===== config.mk =====
export PLATFORM = sky130hd
export DESIGN_NAME = weighted_byte_vote
export DESIGN_NICKNAME = d
export VERILOG_FILES = /design/src/design/bwv_pkg.sv /design/src/design/weighted_byte_vote.sv /design/src/design/bwv_tally.sv
export SDC_FILE = /design/constraint.sdc
export NUM_CORES = 1
export LEC_CHECK = 0
export BUFFER_PORTS_ARGS = -buffer_cell sky130_fd_sc_hd__buf_4
export CAP_MARGIN = 20
export CORE_ASPECT_RATIO = 0.7
export CORE_MARGIN = 2
export CORE_UTILIZATION = 55
export CTS_BUF_LIST = sky130_fd_sc_hd__clkbuf_16
export CTS_CLUSTER_DIAMETER = 100
export DETAILED_ROUTE_END_ITERATION = 10
export PLACE_DENSITY = 0.72
export SETUP_SLACK_MARGIN = 0.02
export SLEW_MARGIN = 5
export SYNTH_ARGS = -nofsm -noshare
export SYNTH_HDL_FRONTEND = slang
export SYNTH_SLANG_ARGS = --single-unit

===== constraint.sdc =====
create_clock -name clk -period 15.1 [get_ports clk]
set_input_delay 1.51 -clock clk [delete_from_list [all_inputs] [get_ports clk]]
set_output_delay 1.51 -clock clk [all_outputs]
set_load 0.02 [all_outputs]

===== src/design/bwv_pkg.sv =====
// shared types, constants and helpers for the weighted byte vote block
// no dependencies
package bwv_pkg;

  localparam int COPY_LIMIT = 8;
  localparam int IDX_W      = $clog2(COPY_LIMIT);
  localparam int CNT_W      = $clog2(COPY_LIMIT + 1);
  localparam int WGT_W      = 8 + $clog2(COPY_LIMIT);

  typedef struct packed {
    logic [7:0] byte_value;
    logic       usable;
    logic [7:0] confidence;
    logic       last_copy;
  } item_t;

  function automatic logic parity_odd(input logic [7:0] v);
    return ^v;
  endfunction

endpackage


===== src/design/weighted_byte_vote.sv =====
// top level of the weighted byte vote: input register, tally, result register
// depends on bwv_pkg and bwv_tally
//
//  channel | direction | handshake          | payload
//  in      | input     | in_valid/in_stall  | byte_value, usable, confidence, last_copy
//  out     | output    | out_valid/out_stall| voted_byte
//
// one beat per cycle is accepted unless in_stall; a result passes both registers
// the tally over up to COPY_LIMIT entries compares combinationally, updates on advance
// rst clears the input and result valids and the tally counts
// in_stall rises only while a last beat waits behind a stalled result
module weighted_byte_vote import bwv_pkg::*; (
  input  logic       clk,
  input  logic       rst,
  input  logic       in_valid,
  output logic       in_stall,
  input  logic [7:0] byte_value,
  input  logic       usable,
  input  logic [7:0] confidence,
  input  logic       last_copy,
  output logic       out_valid,
  input  logic       out_stall,
  output logic [7:0] voted_byte
);

  logic       in_full;
  item_t      in_item;
  logic       out_free;
  logic       advance;
  logic       accept;
  logic [7:0] result;

  assign out_free = !out_valid || !out_stall;
  assign advance  = in_full && (!in_item.last_copy || out_free);
  assign in_stall = in_full && !advance;
  assign accept   = in_valid && !in_stall;

  always_ff @(posedge clk) begin
    if (rst) begin
      in_full <= 1'b0;
    end else if (accept) begin
      in_full <= 1'b1;
    end else if (advance) begin
      in_full <= 1'b0;
    end
  end

  always_ff @(posedge clk) begin
    if (accept) begin
      in_item <= '{byte_value: byte_value, usable: usable,
                   confidence: confidence, last_copy: last_copy};
    end
  end

  bwv_tally u_tally (
    .clk    (clk),
    .rst    (rst),
    .step   (advance),
    .item   (in_item),
    .result (result)
  );

  always_ff @(posedge clk) begin
    if (rst) begin
      out_valid <= 1'b0;
    end else if (advance && in_item.last_copy) begin
      out_valid <= 1'b1;
    end else if (!out_stall) begin
      out_valid <= 1'b0;
    end
  end

  always_ff @(posedge clk) begin
    if (advance && in_item.last_copy) begin
      voted_byte <= result;
    end
  end

endmodule


===== src/design/bwv_tally.sv =====
// per-position tally of weight by distinct byte value, with a running winner
// depends on bwv_pkg
module bwv_tally import bwv_pkg::*; (
  input  logic       clk,
  input  logic       rst,
  input  logic       step,
  input  item_t      item,
  output logic [7:0] result
);

  logic [7:0]       tally_values  [COPY_LIMIT];
  logic [WGT_W-1:0] tally_weights [COPY_LIMIT];
  logic [CNT_W-1:0] value_count;
  logic [CNT_W-1:0] copy_index;

  logic             lead_valid;
  logic [IDX_W-1:0] lead_idx;
  logic [7:0]       lead_value;
  logic             lead_clean;
  logic [WGT_W-1:0] lead_weight;

  logic [WGT_W-1:0] weight;
  logic             take;
  logic             hit;
  logic [IDX_W-1:0] hit_idx;
  logic [IDX_W-1:0] cand_idx;
  logic [WGT_W-1:0] cand_weight;
  logic             cand_clean;
  logic             cand_wins;
  logic             room;
  logic             update;
  logic             lead_valid_next;
  logic [7:0]       lead_value_next;

  always_comb begin
    weight = (item.confidence == 8'd0) ? WGT_W'(1) : WGT_W'(item.confidence);
    take   = item.usable && (copy_index < CNT_W'(COPY_LIMIT));
    hit     = 1'b0;
    hit_idx = '0;
    for (int k = 0; k < COPY_LIMIT; k++) begin
      if ((CNT_W'(k) < value_count) && (tally_values[k] == item.byte_value)) begin
        hit     = 1'b1;
        hit_idx = IDX_W'(k);
      end
    end
    cand_idx    = hit ? hit_idx : value_count[IDX_W-1:0];
    cand_weight = hit ? tally_weights[hit_idx] + weight : weight;
    cand_clean  = parity_odd(item.byte_value);
    room        = hit || (value_count < CNT_W'(COPY_LIMIT));
    update      = take && room;
    // the updated entry holds the newest copy, so equal weight is enough
    cand_wins = !lead_valid
             || (hit && (hit_idx == lead_idx))
             || (cand_clean && !lead_clean)
             || ((cand_clean == lead_clean) && (cand_weight >= lead_weight));
    lead_valid_next = lead_valid || update;
    lead_value_next = (update && cand_wins) ? item.byte_value : lead_value;
    if (copy_index == '0) begin
      result = item.byte_value;
    end else if (lead_valid_next) begin
      result = lead_value_next;
    end else begin
      result = 8'd0;
    end
  end

  always_ff @(posedge clk) begin
    if (rst) begin
      value_count <= '0;
      copy_index  <= '0;
      lead_valid  <= 1'b0;
    end else if (step) begin
      if (item.last_copy) begin
        value_count <= '0;
        copy_index  <= '0;
        lead_valid  <= 1'b0;
      end else begin
        if (copy_index < CNT_W'(COPY_LIMIT)) begin
          copy_index <= copy_index + CNT_W'(1);
        end
        if (update) begin
          lead_valid <= 1'b1;
          if (!hit) begin
            value_count <= value_count + CNT_W'(1);
          end
        end
      end
    end
  end

  always_ff @(posedge clk) begin
    if (step && !item.last_copy && update) begin
      tally_values[cand_idx]  <= item.byte_value;
      tally_weights[cand_idx] <= cand_weight;
      if (cand_wins) begin
        lead_idx    <= cand_idx;
        lead_value  <= item.byte_value;
        lead_clean  <= cand_clean;
        lead_weight <= cand_weight;
      end
    end
  end

endmodule


Word level (Yosys, flattened, before mapping)
Memory sizes are Yosys's and may differ from the RTL's.
Index checks and enable logic that the tools add are counted.
Storage, ports and cells
  memories kept: 2
  ROM bits: 0
  register bits after elaboration: 60
  bits in latches: 0
  output and inout bits: 10
  word-level logic and storage cells: 120
  input bits: 22
  memory bits (writable): 152
Cells by class
  bitwise gates (word level): 0
  multiplexer cells: 34
  magnitude comparators: 11
  shift operators: 0
  reduce and logical (&&, ||, !) cells: 44
  add/subtract/negate cells: 3
  equality and inequality tests: 12
  divide/modulo/power cells: 0
  multipliers: 0
Memories
  u_tally.tally_weights: words 8, bits a word 11, read ports 1, clocked after Yosys merged registers in 0, write ports 1, line bwv_tally.sv:12  | logic [WGT_W-1:0] tally_weights [COPY_LIMIT];
  u_tally.tally_values: words 8, bits a word 8, read ports 8, clocked after Yosys merged registers in 0, write ports 1, line bwv_tally.sv:11  | logic [7:0] tally_values [COPY_LIMIT];
Operators with widths (number)
  8-bit equality test: 8
  8-bit 2-to-1 mux: 4
  1-bit logical AND: 20
  4-bit 2-to-1 mux: 5
  1-bit 2-to-1 mux: 17
  3-bit by 4-bit < comparator with 1-bit output, first input constant: 4
  3-bit 2-to-1 mux: 5
  11-bit adder: 1
  11-bit greater-or-equal comparator: 1
  11-bit 2-to-1 mux: 1
  4-bit by 1-bit adder with 4-bit output, second input constant: 2
  8-bit zero test: 1
  1-bit by 4-bit < comparator with 1-bit output, first input constant: 2
  2-bit by 4-bit < comparator with 1-bit output, first input constant: 2
  4-bit < comparator, second input constant: 2
  8-bit parity: 1
  1-bit zero test: 7
  1-bit logical OR: 7
  2-bit AND reduction: 3
  2-bit nonzero test: 3
  4-bit zero test: 1
  2-bit 2-to-1 mux: 2
  3-bit equality test: 1
  3-bit AND reduction: 1
  3 further kinds: 3

Depth between registers and ports, before layout
Gate-level depths: netlist of run 1.
An unclocked memory read counts as a cell.
  depth after elaboration: 20
  gate-level depth with buffers: 32
  gate-level depth less buffers: 28

Cells and area by module
From an unflattened synthesis of run 1, not the netlist that was laid out.
Second synthesis, totals
  cells, all modules: 682
  area total of the unflattened synthesis: 9700.6 µm²
By module, submodules not included
  bwv_tally: cells each 643, sequential area each 5435.2 µm², area an instance 8827.2 µm², instances 1
  weighted_byte_vote: cells each 39, sequential area each 820.8 µm², area an instance 873.3 µm², instances 1

Least setup slack after synthesis of run 1
No wires, ideal clock.
  kind: register to register
  start point: register in_item[10] in the netlist's numbering
  end point: register u_tally.lead_clean, enable pin
  data arrival time: 6.706 ns
  cell stages (with the launch flop): 29
  setup time: 0.403 ns
  clock period less this slack: 7.109 ns
  slack: 7.991 ns
  data required time: 14.697 ns
  path buffers: 4
  cells stage by stage: edfxtp_1 buf_8 xnor2_1 o2111ai_1 nor4_4 nor2_1 a211oi_2 buf_2 buf_2 mux2_2 o211ai_1 o21ai_0 ha_1 fa_1 a21oi_1 nor2_1 nor2_1 o21bai_1 a21oi_1 o21bai_1 a21oi_1 nor3_1 nor3_1 ha_1 o2111ai_1 a21o_1 and2_4 buf_6 nor2_1
Between the ends
  word-level cells in the longest chain between the ends: 16
  elaborated cells on any way between the ends: 48
  classes of those cells: 1 x add/sub; 1 x order compare; 10 x eq/ne; 16 x mux; 19 x reduce/logical; 1 x memory
Ends and longest elaborated chain
  start, declared: line weighted_byte_vote.sv:27  | item_t in_item;
  start signal, assigned: line weighted_byte_vote.sv:50  | in_item <= '{byte_value: byte_value, usable: usable,
  8-bit equality test: line bwv_tally.sv:41  | if ((CNT_W'(k) < value_count) && (tally_values[k] == item.byte_value)) begin
  1-bit logical AND: line bwv_tally.sv:41
  1-bit 2-to-1 mux: line bwv_tally.sv:41
  2-bit 2-to-1 mux (2 in series): line bwv_tally.sv:41
  3-bit 2-to-1 mux (4 in series): line bwv_tally.sv:41
  memory read 8 x 11 bit
  11-bit adder: line bwv_tally.sv:47  | cand_weight = hit ? tally_weights[hit_idx] + weight : weight;
  11-bit 2-to-1 mux *: line bwv_tally.sv:47
  via u_tally.cand_weight[8]: line bwv_tally.sv:27  | logic [WGT_W-1:0] cand_weight;
  11-bit greater-or-equal comparator *: line bwv_tally.sv:55  | || ((cand_clean == lead_clean) && (cand_weight >= lead_weight));
  1-bit logical AND *: line bwv_tally.sv:55
  1-bit logical OR *: line bwv_tally.sv:55
  2-bit AND reduction (no line) *
  end signal, assigned: line bwv_tally.sv:98  | lead_clean <= cand_clean;
  end, declared: line bwv_tally.sv:19  | logic lead_clean;
Mark *: on every way through the listed nets, which the timed path passes. The rest lies on a longest branch.
A chain may end at the register's enable or synchronous reset.

Worst setup path in the final report of run 1
  start point: register in_item[16] in the netlist's numbering
  end point: register u_tally.lead_weight[5], enable pin
Between the ends
  word-level cells in the longest chain between the ends: 16
  elaborated cells on any way between the ends: 48
  classes of those cells: 1 x add/sub; 1 x order compare; 10 x eq/ne; 16 x mux; 19 x reduce/logical; 1 x memory
Ends and longest elaborated chain
  8-bit equality test: line bwv_tally.sv:41
  1-bit logical AND: line bwv_tally.sv:41
  1-bit 2-to-1 mux: line bwv_tally.sv:41
  2-bit 2-to-1 mux (2 in series): line bwv_tally.sv:41
  3-bit 2-to-1 mux (4 in series): line bwv_tally.sv:41
  memory read 8 x 11 bit
  11-bit adder: line bwv_tally.sv:47
  11-bit 2-to-1 mux *: line bwv_tally.sv:47
  via u_tally.cand_weight[8]: line bwv_tally.sv:27
  11-bit greater-or-equal comparator *: line bwv_tally.sv:55
  1-bit logical AND *: line bwv_tally.sv:55
  1-bit logical OR *: line bwv_tally.sv:55
  2-bit AND reduction (no line) *
  end signal, assigned: line bwv_tally.sv:99  | lead_weight <= cand_weight;
  end, declared: line bwv_tally.sv:20  | logic [WGT_W-1:0] lead_weight;
Marks and branches as above.

==> impl_results.md, run 1 <==
* Simple-gate area share of the yosys netlist at 7.982%
* Std cell rows at 40
* H-tree levels at 1
* Syn. warnings at 0
* Worst setup path class: flop to flop
* Mux cell area share after synthesis at 4.912%
* Die area at 0.01889 mm^2
* Clk slew on worst S/H paths at about 0.06 ns
* Util after Layout at 62.78%
* Maxcap violations at 0
* PortBufs at 31
* Hold path startpoint: out_valid
* Top Ports at 32
* CP top delay family: simple AND/OR/NAND/NOR gates
* Max frequency at 0.1247 GHz
* Most frequent cells in the layout: edfxtp_1 (201), nand2_1 (50), xnor2_1 (48), buf_4 (46)
* Gr ovfl total at 0
* Power Density at 110.9 mW/mm^2
* Final nets at 788
* Ant diodes at 0
* Post-CTS Resized at 0
* Commonest non-fill, non-tap cell in the layout: edfxtp_1
* CTS tree: done
* Postcts setup bufs at 0
* Inserted Clock Buffers at 20
* 1st-pass router iterations at 5
* Hold Buf Count CTS at 0
* Sw Ratio at 20.87%
* Clock root buffer: clkbuf_16
* WP buf/inv at 2
* Share of power burned in combinational logic at 4.9%
* DR WL/cell at 20.28 um
* Worst EP required at 15.30 ns
* Register area share after synthesis at 63.95%
* Iter 0 DRT Violations at 550
* Combined area of the multi-input logic cells at about 0.0032 mm^2
* Avg Inst Size Synth at 13.88 um^2
* Critical Path AT at 8.22 ns
* Die Y at 115.6 um
* Largest family of logic cells by synthesized area: compound AO/OA/AOI/OAI gates
* Fin crit share at 53.11%
* Status: complete, no violations
* #FFs+latches synth at 212
* Number of synthesized flops with an enable pin at 201
* Final Hold Vio Count at 0
* Slowest Stage Delay on Critical Path at 0.96 ns
* Post-Syn Instances at 705
* Synth async-reset ratio at 0%
* Largest net degree at the start of global routing at 40
* Drt total wl at 19.89 mm
* Layout Area Growth over Synthesis at 10.81%
* Gpl congestion at 0.8982
* Vias in the first global route at roughly 5700
* First-pass GRT wire length at 30.97 mm
* Gr usage total at 21.76%
* Setup_tns at 0 ns
* Post-route ant nets at 0
* Min Clock Period, post-route at 8.019 ns
* Clock power frac at 40.1%
* RSZ-0062 raised after global routing: false
* Worst-path fanout max at 39
* Seq pwr share at 55.0%
* Latest clock arrival within the worst-skew pair at approximately 0.5 ns
* Compound-Gate Fraction of Synth Area at around 8.4%
* CTS sink cnt at 212
* Max VDD drop at 0.08249 mV
* Core Area at 0.01727 mm^2
* Initial antenna violation count at 0
* Slowest CP cell: edfxtp_1
* PnR Total Power at between 1 and 1.5 mW
* Fin Hold WS at ~0.49 ns
* XOR/XNOR Fraction of Synth Area at ~7.3%
* Leakage power at 3.916 nW
* Critical path startpoint category: flop
* Starting Density at 56.65%
* Via density at 5.838
* Cell variety after synth at between 60 and 70
* Slew Limit Fails at 0
* P_int at 0.9513 mW
* CP Launch Point: in_item[16]
* Adder-cell area share of the yosys netlist at 3.402%
* Die width at roughly 160 um
* Register area at 0.006256 mm^2
* Worst r2r src: in_item[16]
* Maximum buffer depth of the clock tree at 3
* Post-Syn Area at 0.009782 mm^2
* Syn Nets at 753
* Final setup vio count at 0
* Min-Delay Path Class: flop to flop
* Layout Skew at 0.01708 ns
* Total number of vias at ~5700
* Worst-Margin Slew at 1.056 ns
* Net Sw Power at approximately 0.25 mW
* # DRC at 0
* Layout cell share with drive strength beyond 1 at 17.87%
* Prevailing post-synth register cell: edfxtp_1
* CP Capture Type: flop
* Fillers at about 1300
* Worst slew margin at 29.09%
* Post-DP HPWL at 12.97 mm
## flip-flops by register name (all words and copies together), names as in the netlist, 3 cells and up
register and cells:
in_item 18, u_tally.copy_index 4, u_tally.lead_idx 3, u_tally.lead_value 8, u_tally.lead_weight 11, u_tally.tally_values 64, u_tally.tally_weights 88, u_tally.value_count 4
voted_byte 8
## metal layers
layer	global-route usage (%)	wire length, um	vias up	share of wire (%)
li1	-	-	2679	-
met3	3.758	1312	30	6.6
met4	6.136	458	0	2.3
met5	0	0	-	0
met1	32.27	9274	2825	47
met2	33.50	8849	193	44
## cells by family (layout without fill, tap and decap cells)
group                    count (synthesis)  in the layout
flip-flops                             212            212
AND/OR/NAND/NOR                        160            160
AO/OA/AOI/OAI                          112            112
XOR/XNOR                                81             81
buffers and inverters                   68            113
multiplexers                            46             46
adder cells (fa/ha/maj)                 26             26
## layout make-up
class | count | area share, %
flip-flops and latches | 212 | 57.72
multi-input cells | 425 | 29.24
clock buffers | 20 | 4.617
repair buffers | 50 | 3.555
well taps | 231 | 2.667
clock inverters | 12 | 1.131
inverters | 31 | 1.074
## cells in the mapped netlist, types with 8 or more instances
cell	n	area, um^2
nand2_1	50	187.7
o211ai_2	8	100.1
o21ai_0	34	170.2
mux2i_1	30	300.3
nand3_1	18	90.09
inv_1	29	108.9
buf_2	8	40.04
dfxtp_1	11	220.2
edfxtp_1	201	6036
ha_1	25	312.8
mux2_2	16	180.2
nor2_1	42	157.7
a32oi_1	10	87.58
o211ai_1	9	67.56
a21oi_1	13	65.06
clkbuf_1	14	52.55
nor3_1	11	55.05
xnor2_1	48	420.4
xor2_1	33	289.0
buf_6	9	101.4
## path summary, 6_finish.rpt
kind / endpoint / slack, ns / cells past startpoint
worst max register to register: u_tally.lead_weight[5] / 7.08 / 26
worst min register to register: out_valid / 0.49 / 2
worst min-delay path: out_valid / 0.49 / 2
worst max-delay path: u_tally.lead_weight[5] / 7.08 / 26
## through the flow
step | cells | instance area [um^2] | setup slack (ns)
floorplan | 705 | 9782 | 7.991
CTS | 977 | 10800 | 6.738
detailed placement | 945 | 10180 | 6.835
global placement | 945 | 10180 | 7.100
finish | 981 | 10840 | 7.081
global route | 981 | 10840 | 6.505
## worst reg2reg max path, stage by stage (launching register included)
cell and delay, ns:
edfxtp_1 0.96, xor2_1 0.18, nor4_1 0.42, and4_2 0.34
nor2_1 0.08, a211oi_4 0.21, buf_4 0.54, mux2_2 0.42
o211ai_1 0.14, o21ai_0 0.12, ha_1 0.25, fa_1 0.42
a21oi_1 0.18, nor2_1 0.05, nor2_1 0.18, o21bai_1 0.09
a21oi_1 0.23, o21bai_1 0.09, a21oi_1 0.29, nor3_1 0.09
nor3_1 0.81, ha_1 0.31, o2111ai_1 0.14, a21o_1 0.27
and2_4 0.23, nor2_2 0.41, buf_8 0.24
## power groups by stage
stage | Clock [mW] | Combinational (mW) | Sequential, mW
3_3_place_gp | 0 | 0.0558 | 0.673
4_1_cts | 0.491 | 0.0578 | 0.661
2_1_floorplan | 0 | 0.0456 | 0.668
6_report | 0.482 | 0.0590 | 0.661
3_5_place_dp | 0 | 0.0573 | 0.674
5_1_grt | 0.512 | 0.0653 | 0.662
(Power assumes the default switching activity.)
==> inputs of run 2 (changes only) <==
--- a/config.mk
+++ b/config.mk
@@ -5,6 +5,7 @@
 export SDC_FILE = /design/constraint.sdc
 export NUM_CORES = 1
 export LEC_CHECK = 0
+export ABC_AREA = 1
 export BUFFER_PORTS_ARGS = -buffer_cell sky130_fd_sc_hd__buf_4
 export CAP_MARGIN = 20
 export CORE_ASPECT_RATIO = 0.7
==> constraint.sdc (replaced) <==
create_clock -name clk -period 7.5 [get_ports clk]
set_input_delay 0.75 -clock clk [delete_from_list [all_inputs] [get_ports clk]]
set_output_delay 0.75 -clock clk [all_outputs]
set_load 0.02 [all_outputs]
==> run 2 against run 1 <==
Effect of this change: synthesized area grew 1.3%; critical path type unchanged; clock skew down 0.010 ns; cell count increased by 22%.
==> impl_results.md, run 2 <==
* Iter 0 DRT Violations at 611 (+11%)
* Die width at 164.4 um (+0.62%)
* Cell taking the most area after synthesis: edfxtp_1
* Post-Syn Instances at 894 (+27%)
* Final nets at 992 (+26%)
* Gr usage total at 23.34% (+1.6 points)
* Synth cell count leaders: edfxtp_1 (201), nand2_1 (195), inv_1 (82)
* Top flop regs: u_tally.tally_weights: 88 flops, u_tally.tally_values: 64 flops, in_item: 18 flops
* Largest net degree at the start of global routing at 36 (-10%)
* Hold path depth at 1 (-1)
* Number of synthesized flops with an enable pin at 201 (unchanged)
* Syn. warnings at 0 (unchanged)
* Register name with the most flops: u_tally.tally_weights
* Cell variety after synth at 50 (-19%)
* Worst slew margin at 48.89% (+20 points)
* Post-DP HPWL at 14.06 mm (+8.4%)
* CP Capture Type: flop
* First-pass GRT wire length at 33.93 mm (+9.6%)
* Hold Buf Count CTS at 0 (unchanged)
* Sw Ratio at 21.09% (+0.22 points)
* Worst setup path class: flop to flop
* 1st-pass router iterations at 7 (+2)
* Max reg flops at 88 (unchanged)
* Slew Limit Fails at 0 (unchanged)
* Cell with the most instances after synthesis: edfxtp_1
* Hold path startpoint: byte_value[1]
* Die area at 0.01912 mm^2 (+1.2%)
* Max VDD drop at 0.1842 mV (+120%)
* Layout Area Growth over Synthesis at 12.55%
* Commonest non-fill, non-tap cell in the layout: edfxtp_1
* Slowest Stage Delay on Critical Path at 0.59 ns (-0.37 ns)
* Clock power frac at 40.1% (about the same)
* Core Area at 0.01785 mm^2 (+3.4%)
* Ant diodes at 0 (unchanged)
* Slowest CP cell: edfxtp_1
* Layout Skew at 0.006752 ns (-0.01033 ns)
* Die Y at 116.3 um (+0.61%)
* Starting Density at 55.49% (-1.2 points)
* PnR Total Power at 2.435 mW (+100%)
* Maximum buffer depth of the clock tree at 3 (unchanged)
* Fin crit share at 90.85% (+38 points)
* RSZ-0062 raised after global routing: false
* Register area share after synthesis at 63.15% (-0.81 points)
* Final setup vio count at 0 (unchanged)
* PortBufs at 31 (unchanged)
* Fin area at 0.01115 mm^2 (+2.9%)
* Post-route ant nets at 0 (unchanged)
* Placed cell area at 0.01046 mm^2 (+2.8%)
* Setup_tns at 0 ns (unchanged)
* Maxcap violations at 0 (unchanged)
* Net Sw Power at 0.5136 mW (+100%)
* #FFs+latches synth at 212 (unchanged)
* Top cell type's share of synthesized area at 60.92% (-0.78 points)
* Worst-path fanout max at 35 (-10%)
* Final setup margin at 0.6862 ns (-6.395 ns)
* Syn Nets at 942 (+25%)
* Layout cell share with drive strength beyond 1 at 15.27% (-2.6 points)
* Final Hold Vio Count at 0 (unchanged)
* Prevailing post-synth register cell: edfxtp_1
* CTS tree: done
* Most frequent cells in the layout: edfxtp_1 (201), nand2_1 (195), inv_1 (87), nor2_1 (65), buf_4 (57)
* Max frequency at 0.1468 GHz (+18%)
* Top Ports at 32 (unchanged)
* Share of power burned in combinational logic at 5.7% (+0.8 points)
* Critical path startpoint category: flop
* Worst r2r src: in_item[13]
* Clk slew on worst S/H paths at 0.06 ns (about the same)
* Power Density at 218.4 mW/mm^2 (+97%)
* Drt total wl at 21.66 mm (+8.9%)
* Util after Layout at 62.46% (-0.31 points)
* R2R setup slack at 0.69 ns (-6.39 ns)
* H-tree levels at 1 (unchanged)
* Status: complete, no violations
* Worst-Margin Slew at 0.7638 ns (-0.2917 ns)
* Total number of vias at 6603 (+15%)
* Critical Path AT at 7.06 ns (-1.16 ns)
* Avg Inst Size Synth at 11.08 um^2 (-20%)
* Setup WS pre-CTS at 0.3480 ns (-6.487 ns)
* CTS sink cnt at 212 (unchanged)
* Latest clock arrival within the worst-skew pair at 0.49 ns (about the same)
* Clock root buffer: clkbuf_16
* DR WL/cell at 18.17 um (-10%)
* Min Clock Period, post-route at 6.814 ns (-1.205 ns)
* Gpl congestion at 0.8673 (-3.4%)
* Initial antenna violation count at 0 (unchanged)
* Worst r2r path cells at 41 (+58%)
* Leakage power at 4.372 nW (+12%)
* Hold Crit Endpoint: in_item[11]
* Gr ovfl total at 0 (unchanged)
* Std cell rows at 41 (+2.5%)
* Min-Delay Path Class: input port to flop
* Seq pwr share at 54.3% (-0.7 points)
* RR Endpoint: voted_byte[0]
* Synth async-reset ratio at 0% (unchanged)
* # DRC at 0 (unchanged)
* Vias in the first global route at 6179 (+8.9%)
* CP most frequent cell: nand2_1
* Worst EP required at 7.74 ns (-7.56 ns)
* Inserted Clock Buffers at 21 (+5.0%)
* Via density at 5.539 (-5.1%)
* Synth area leaders: edfxtp_1 (61%), nand2_1 (7.4%), ha_1 (3.2%)
* P_int at 1.922 mW (+100%)
* Post-Syn Area at 0.009907 mm^2 (+1.3%)
[run 2: timing repair]
action	in CTS	in global routing
endpoints found under the setup margin	0	31
buffers inserted	0	3
gates resized for setup	0	6
[run 2: how the worst max path moves through the flow]
| stage | start | end |
|---|---|---|
| global placement | in_item[16] | voted_byte[5] |
| detailed placement | in_item[16] | voted_byte[0] |
| finish | in_item[13] | voted_byte[0] |
| floorplan | in_item[10] | u_tally.lead_clean |
| CTS | in_item[16] | voted_byte[0] |
| global route | in_item[13] | voted_byte[1] |
[run 2: worst max-delay path, delay by kind of cell (launching register included)]
kind                     cells  cell delay, ns
flip-flops                   1            0.59
adder cells (fa/ha/maj)      2            0.64
buffers and inverters        3            0.73
AND/OR/NAND/NOR             27            2.88
AO/OA/AOI/OAI                9            1.70
[run 2: cells by family after synthesis]
family	count (synthesis)	synth area share (%)
AO/OA/AOI/OAI	95	5.797
XOR/XNOR	47	4.155
adder cells (fa/ha/maj)	26	3.359
buffers and inverters	129	5.721
flip-flops	212	63.15
AND/OR/NAND/NOR	385	17.82
[run 2: layer usage]
| layer | track usage [%] | wire length [um] |
|---|---|---|
| met1 | 36.75 | 10340 |
| met4 | 5.855 | 409 |
| met3 | 4.794 | 1872 |
| met5 | 0 | 0 |
| met2 | 33.28 | 9040 |
[run 2: area by class of cell]
type                            count  area [um^2]
Fill cell                        1382         6701
Sequential cell                   212         6256
Clock buffer                       22        550.5
Tap cell                          236        295.3
Timing Repair Buffer               59        455.4
Clock inverter                     13        78.83
Multi-Input combinational cell    553         3141
Inverter                           97        374.1
[run 2: through the flow]
stage                     instances  hold slack [ns]
final                          1192           0.4322
after global routing           1192           0.4208
after CTS                      1189           0.4214
after detailed placement       1154           0.4880
after global placement         1154           0.4761
after floorplan                 894           0.4574
[run 2: power by group through the flow]
stage | combinational [mW] | sequential, mW | clock [mW]
6_report | 0.138 | 1.32 | 0.976
5_1_grt | 0.154 | 1.32 | 1.03
4_1_cts | 0.133 | 1.32 | 0.991
3_5_place_dp | 0.132 | 1.35 | 0
3_3_place_gp | 0.128 | 1.35 | 0
2_1_floorplan | 0.0885 | 1.34 | 0
